File: src/design/stable_priority_queue_top_macros.svh
// Assertion helpers used by the queue top module.
`ifndef STABLE_PRIORITY_QUEUE_TOP_MACROS_SVH
`define STABLE_PRIORITY_QUEUE_TOP_MACROS_SVH

// Same-cycle implication, checked outside reset.
`define SPQ_ASSERT_IMPLY(label, ante, cons, msg) \
   label: assert property (@(posedge clock) disable iff (reset) (ante) |-> (cons)) \
      else $error(msg);

// Next-cycle implication, checked outside reset.
`define SPQ_ASSERT_NEXT(label, ante, cons, msg) \
   label: assert property (@(posedge clock) disable iff (reset) (ante) |=> (cons)) \
      else $error(msg);

`endif

File: src/design/spq_pkg.sv
package spq_pkg;

   localparam int CAPACITY  = 16;
   localparam int TAG_BITS  = 16;

   // Width of the tag field on the ports.
   localparam int PORT_TAG_BITS = 16;
   // A stored tag keeps the low TAG_BITS bits of a port tag that is at most 16 wide.
   localparam int SLOT_TAG_BITS = (TAG_BITS < PORT_TAG_BITS) ? TAG_BITS : PORT_TAG_BITS;

   localparam int PRIO_BITS = 3;
   localparam int CNT_BITS  = $clog2(CAPACITY + 1);

   localparam logic [PRIO_BITS-1:0] MAX_PRIORITY = 3'd5;

   typedef enum logic [2:0] {
      ST_INSERTED     = 3'd0,
      ST_SERVED       = 3'd1,
      ST_EMPTY        = 3'd2,
      ST_FULL         = 3'd3,
      ST_BAD_PRIORITY = 3'd4
   } status_type;

   typedef enum logic {
      ACT_INSERT = 1'b0,
      ACT_REMOVE = 1'b1
   } action_type;

   typedef struct packed {
      logic [SLOT_TAG_BITS-1:0] tag;
      logic [PRIO_BITS-1:0]     prio;
   } slot_type;

   // Command broadcast to every cell of the row.
   typedef struct packed {
      logic     insert;
      logic     remove;
      slot_type entry;
   } cmd_type;

endpackage

File: src/design/spq_cell.sv
module spq_cell
   import spq_pkg::*;
(
   input  logic     clock,
   input  cmd_type  cmd,
   input  logic     occupied,
   input  logic     left_stays,
   input  slot_type left_slot,
   input  slot_type right_slot,
   output slot_type slot,
   output logic     stays
);

   slot_type slot_ff;
   slot_type slot_in;

   // A stored entry stays put when it is served no later than the new one.
   assign stays = occupied && (slot_ff.prio <= cmd.entry.prio);

   always_comb begin
      slot_in = slot_ff;
      if (cmd.insert) begin
         priority if (stays) begin
            slot_in = slot_ff;
         end else if (left_stays) begin
            slot_in = cmd.entry;
         end else begin
            slot_in = left_slot;
         end
      end else if (cmd.remove) begin
         slot_in = right_slot;
      end
   end

   always_ff @(posedge clock) begin
      slot_ff <= slot_in;
   end

   assign slot = slot_ff;

endmodule

File: src/design/stable_priority_queue_top.sv
// Stable priority queue. Each request word either inserts a tagged entry with a
// priority from 0 to 5 or removes the head entry, and each produces exactly one
// response word carrying a status, plus the tag and priority of a served entry.
// Lower priority numbers leave first, and entries of equal priority leave in the
// order they arrived. The entries live in a row of CAPACITY cells ordered from the
// head; every cell compares its own priority with the incoming one, and the row
// either opens a gap at the right place and drops the new entry in, or shifts
// every entry one cell toward the head, in one compare-and-shift step. The
// response is registered and appears in the cycle after acceptance, and a new
// request is accepted in every cycle as long as the response register can
// drain. The response register decouples the two sides, so a request is taken
// while the previous response is still waiting, unless that response is
// stalled.
module stable_priority_queue_top
   import spq_pkg::*;
(
   input  logic        clock,
   input  logic        reset,

   input  logic        req_valid,
   output logic        req_stall,
   input  logic        req_action,
   input  logic [15:0] req_entry_tag,
   input  logic [2:0]  req_entry_priority,

   output logic        rsp_valid,
   input  logic        rsp_stall,
   output logic [2:0]  rsp_status,
   output logic [15:0] rsp_served_tag,
   output logic [2:0]  rsp_served_priority
);

`include "stable_priority_queue_top_macros.svh"

   // Occupancy count: cells below it hold entries, in service order.
   logic [CNT_BITS-1:0] occupancy_ff;
   logic [CNT_BITS-1:0] occupancy_in;

   // Response register.
   logic                     rsp_valid_ff;
   logic                     rsp_valid_in;
   status_type               rsp_status_ff;
   status_type               rsp_status_in;
   logic [PORT_TAG_BITS-1:0] rsp_tag_ff;
   logic [PORT_TAG_BITS-1:0] rsp_tag_in;
   logic [PRIO_BITS-1:0]     rsp_prio_ff;
   logic [PRIO_BITS-1:0]     rsp_prio_in;

   logic     req_take;
   cmd_type  cmd;
   slot_type cell_slot [CAPACITY];
   logic     cell_stays [CAPACITY];
   logic     queue_empty;
   logic     queue_full;
   logic     prio_bad;

   // The response register frees up when it is empty or being drained.
   assign req_stall = rsp_valid_ff && rsp_stall;
   assign req_take  = req_valid && !req_stall;

   assign queue_empty = (occupancy_ff == '0);
   assign queue_full  = (occupancy_ff == CNT_BITS'(CAPACITY));
   assign prio_bad    = (req_entry_priority > MAX_PRIORITY);

   always_comb begin
      cmd.entry.tag  = req_entry_tag[SLOT_TAG_BITS-1:0];
      cmd.entry.prio = req_entry_priority;
      cmd.insert     = req_take && (req_action == ACT_INSERT) && !prio_bad && !queue_full;
      cmd.remove     = req_take && (req_action == ACT_REMOVE) && !queue_empty;
   end

   // The row of cells. The head cell has nothing to its left, so a new entry
   // lands there when it does not stay; the tail cell refills from itself.
   for (genvar i = 0; i < CAPACITY; i++) begin : g_cell
      spq_cell u_cell (
         .clock      (clock),
         .cmd        (cmd),
         .occupied   (CNT_BITS'(i) < occupancy_ff),
         .left_stays ((i == 0) ? 1'b1 : cell_stays[(i == 0) ? 0 : i - 1]),
         .left_slot  (cell_slot[(i == 0) ? 0 : i - 1]),
         .right_slot (cell_slot[(i == CAPACITY - 1) ? i : i + 1]),
         .slot       (cell_slot[i]),
         .stays      (cell_stays[i])
      );
   end

   always_comb begin
      occupancy_in = occupancy_ff;
      if (cmd.insert) begin
         occupancy_in = occupancy_ff + CNT_BITS'(1);
      end else if (cmd.remove) begin
         occupancy_in = occupancy_ff - CNT_BITS'(1);
      end
   end

   // Status and served fields for the accepted word. Fields other than the
   // status are zero unless an entry was actually served.
   always_comb begin
      rsp_status_in = rsp_status_ff;
      rsp_tag_in    = rsp_tag_ff;
      rsp_prio_in   = rsp_prio_ff;
      rsp_valid_in  = rsp_valid_ff && rsp_stall;
      if (req_take) begin
         rsp_valid_in = 1'b1;
         rsp_tag_in   = '0;
         rsp_prio_in  = '0;
         unique case (req_action)
            ACT_INSERT: begin
               priority if (prio_bad) begin
                  rsp_status_in = ST_BAD_PRIORITY;
               end else if (queue_full) begin
                  rsp_status_in = ST_FULL;
               end else begin
                  rsp_status_in = ST_INSERTED;
               end
            end
            ACT_REMOVE: begin
               if (queue_empty) begin
                  rsp_status_in = ST_EMPTY;
               end else begin
                  rsp_status_in = ST_SERVED;
                  rsp_tag_in    = PORT_TAG_BITS'(cell_slot[0].tag);
                  rsp_prio_in   = cell_slot[0].prio;
               end
            end
            default: begin
               rsp_status_in = ST_EMPTY;
            end
         endcase
      end
   end

   always_ff @(posedge clock) begin
      if (reset) begin
         occupancy_ff <= '0;
         rsp_valid_ff <= 1'b0;
      end else begin
         occupancy_ff <= occupancy_in;
         rsp_valid_ff <= rsp_valid_in;
      end
   end

   always_ff @(posedge clock) begin
      rsp_status_ff <= rsp_status_in;
      rsp_tag_ff    <= rsp_tag_in;
      rsp_prio_ff   <= rsp_prio_in;
   end

   assign rsp_valid           = rsp_valid_ff;
   assign rsp_status          = rsp_status_ff;
   assign rsp_served_tag      = rsp_tag_ff;
   assign rsp_served_priority = rsp_prio_ff;

   // The count never runs past the number of cells.
   `SPQ_ASSERT_IMPLY(a_occ_bound, 1'b1, occupancy_ff <= CNT_BITS'(CAPACITY),
      "occupancy above capacity")
   // A completed insert grows the queue by exactly one entry.
   `SPQ_ASSERT_NEXT(a_insert_count, cmd.insert,
      occupancy_ff == $past(occupancy_ff) + CNT_BITS'(1), "insert did not count")
   // The two head cells stay in service order.
   `SPQ_ASSERT_IMPLY(a_head_order, occupancy_ff >= CNT_BITS'(2),
      cell_slot[0].prio <= cell_slot[1].prio, "head cells out of order")
   // Only a served word carries entry data, and never an illegal priority.
   `SPQ_ASSERT_IMPLY(a_served_fields, rsp_valid_ff && (rsp_status_ff != ST_SERVED),
      (rsp_tag_ff == '0) && (rsp_prio_ff == '0), "data on a word that served nothing")
   `SPQ_ASSERT_IMPLY(a_served_prio, rsp_valid_ff && (rsp_status_ff == ST_SERVED),
      rsp_prio_ff <= MAX_PRIORITY, "served entry has an illegal priority")

endmodule
File: config.mk
export PLATFORM = sky130hd
export DESIGN_NAME = stable_priority_queue_top
export DESIGN_NICKNAME = d
export VERILOG_FILES = /design/src/design/spq_pkg.sv /design/src/design/spq_cell.sv /design/src/design/stable_priority_queue_top.sv
export VERILOG_INCLUDE_DIRS = /design/src /design/src/design
export SDC_FILE = /design/constraint.sdc
export NUM_CORES = 1
export LEC_CHECK = 0
export CORE_MARGIN = 5
export CORE_UTILIZATION = 64
export DETAILED_ROUTE_END_ITERATION = 8
export DONT_BUFFER_PORTS = 1
export HOLD_SLACK_MARGIN = 0.06
export PLACE_DENSITY = 0.9
export SLEW_MARGIN = 10
export SYNTH_ARGS = -nofsm -noshare
export SYNTH_HDL_FRONTEND = slang
export SYNTH_SLANG_ARGS = --single-unit
export TNS_END_PERCENT = 1
File: constraint.sdc
create_clock -name clock -period 5.2 [get_ports clock]
set_clock_uncertainty 0.15 [all_clocks]
set_input_delay 1.3 -clock clock [delete_from_list [all_inputs] [get_ports clock]]
set_output_delay 1.3 -clock clock [all_outputs]
set_load 0.02 [all_outputs]
==> flow_metrics.tcl <==
set metrics [dict create \
    outcome "completed" \
    power_density_nw_per_um2 440 \
    dp_hpwl_um 27600 \
    wl_per_cell_um 21.1 \
    async_flop_share 0 \
    required_ps 5300 \
    area_delta_synth_final_pct 6.41 \
    die-area_um2 30500 \
    grt_overflow_total 0 \
    numCtsBuffers 36 \
    grtUsageTotal 0.261 \
    die_y_um 175 \
    syn-instance-count 1641 \
    crit_arrival_ps 3790 \
    synth.avg_cell_area_um2 10.6 \
    dr_total_vias 13100 \
    rsz0062_at_grt "no" \
    grt_first_pass_wirelength_um 66300 \
    finalWirelength_um 40800 \
    vdd_drop_max_v 0.000299 \
    maxSlewHeadroom 0.188 \
    synth_nets 1717 \
    row_count 60 \
    cts_setup_buffers 0 \
    post_cts_resized 0 \
    setup_viol 0 \
    place_area_um2 17300 \
    num_io_pins 48 \
    insertion_delay_ps 530 \
    layout.cells.non_filler 1929 \
    postCtsHoldBufs 0 \
    start_kind "flip-flop" \
    drtPass1Iterations 7 \
    core_area_um2 26800 \
    crit_type "reg -> reg" \
    vias_per_cell 6.81 \
    ant_nets 0 \
    initial_utilization 0.647 \
    min_period_ps 3690 \
    diodes 0 \
    portBuffers 0 \
    cts.sinks 332 \
    fin_setup_tns_ps 0 \
    drc 0 \
    use_met1 0.331 \
    globalplace.congestion 0.850 \
    ys_types 43 \
    tightest_slew_ps 1220 \
    finish.instance_area_um2 18400 \
    drt_iter0_markers 1516 \
    hp-class "reg -> reg" \
    synth_seq_area_share 0.572 \
    end_kind "flip-flop" \
    top_usage_layer "met2" \
    htree_num_levels 2 \
    cts_max_path_buffers 3 \
    nFillCells 1834 \
    hold_viol 0 \
    drv_slew 0 \
    synth-edff-count 326 \
    synth-seq-cells 332 \
    ys_warn_count 0 \
    grt_pass1_vias 13300 \
    p_leak_nw 6.51 \
    synth.cell_area_um2 17300 \
    grt_max_degree 114 \
    max_cap_viol_count 0 \
    whs_ps 411 \
    fmax_ghz 0.271 \
    drive_gt1_frac 0.0888 \
    die_width_um 175 \
    final_nets 1637 \
    groute.layer.met2.usage 0.450 \
    cts_root_buf "clkbuf_16" \
    antenna_found_initial 0 \
    dp_cells 1864 \
    clk_pin_slew_ps 60 \
    path_max_fanout 113 \
    final_core_util 0.688 \
    cts_tree "done" \
    post-route-period-util 0.710 \
    grt_use_met3 0.0439 \
    ys.flop_type "edfxtp_1" \
]
## where the power goes
group	total, W	switching, W	internal, W
combinational	0.00176	0.00121	0.000546
clock	0.00244	0.00104	0.00139
sequential	0.00393	0.000294	0.00363
total	0.00812	0.00255	0.00557
## synth_stat cells, types with 2 or more instances
cell type | n | area (µm²)
o21ai_1 | 2 | 10.0
o211ai_1 | 199 | 1490
a31oi_1 | 39 | 244
o21ai_0 | 65 | 325
o221ai_1 | 11 | 96.3
and3_1 | 19 | 119
inv_1 | 33 | 124
a21o_1 | 2 | 15.0
a21oi_1 | 31 | 155
nand3b_1 | 2 | 15.0
xnor2_1 | 3 | 26.3
dfxtp_1 | 6 | 120
o22ai_1 | 5 | 31.3
clkbuf_1 | 49 | 184
nand2_1 | 307 | 1150
buf_1 | 2 | 7.51
buf_2 | 71 | 355
a211oi_1 | 11 | 82.6
ha_1 | 52 | 651
buf_6 | 5 | 56.3
nor2b_1 | 3 | 18.8
mux2_2 | 19 | 214
nand3_1 | 226 | 1130
edfxtp_1 | 326 | 9790
nand2_2 | 17 | 106
mux2i_1 | 20 | 200
nor2_1 | 75 | 282
a32oi_1 | 2 | 17.5
buf_4 | 25 | 188
## sequential cells by signal, summed over array words and instances (netlist names)
name / flops
g_cell.u_cell.slot: 304
rsp_served_priority: 3
rsp_served_tag: 16
rsp_status: 3
rsp_valid: 1
occupancy_ff: 5
## cells by family after synthesis
family	count (synthesis)	share of synthesized area
simple gates	655	0.166
compound gates	374	0.147
flops	332	0.572
buf+inv	185	0.0528
fa+ha+maj	52	0.0375
mux	39	0.0239
xor+xnor	4	0.00202
## critical path: stages (launching register included)
cell and delay [ps]:
dfxtp_1 400, inv_1 220, ha_1 270, or3b_1 450, o211ai_4 490, buf_4 940
o21ai_1 170, buf_4 270
## final timing paths
path | start | endpoint | slack (ps) | depth (start not counted)
setup reg to reg | occupancy_ff[1] | g_cell[3].u_cell.slot[15] | 1510 | 7
hold / removal | g_cell[15].u_cell.slot[13] | g_cell[14].u_cell.slot[13] | 410 | 2
hold reg to reg | g_cell[15].u_cell.slot[13] | g_cell[14].u_cell.slot[13] | 410 | 2
setup / recovery | occupancy_ff[1] | g_cell[3].u_cell.slot[15] | 1510 | 7
## layout make-up
type | count | area (µm²) | area share
Sequential cell | 332 | 9910 | 0.537
Multi-Input combinational cell | 1124 | 6600 | 0.358
Clock buffer | 38 | 930 | 0.0504
Tap cell | 341 | 427 | 0.0231
Timing Repair Buffer | 34 | 280 | 0.0152
Clock inverter | 27 | 175 | 0.00950
Inverter | 33 | 124 | 0.00672
## routing by layer
| layer | part of all wire | up-vias |
|---|---|---|
| met5 | 0 | - |
| met4 | 0.041 | 0 |
| met3 | 0.070 | 145 |
| met2 | 0.50 | 636 |
| met1 | 0.39 | 6378 |
| li1 | - | 5977 |
## per-stage QoR
stage	total power (W)	setup WS (ps)
after floorplan	0.00520	471
after detailed placement	0.00569	1040
after global placement	0.00556	1180
after CTS	0.00810	1540
final	0.00812	1510
after global routing	0.00848	1350
## layout by cell type, fill, tap and decap left out, types with 32 or more instances in the layout
cell type,n
a31oi_1,39
buf_4,32
clkbuf_16,37
edfxtp_1,326
ha_1,52
inv_1,33
nand2_1,307
nand3_1,226
nor2_1,74
o211ai_1,199
o21ai_0,55
(Power assumes the default switching activity.)
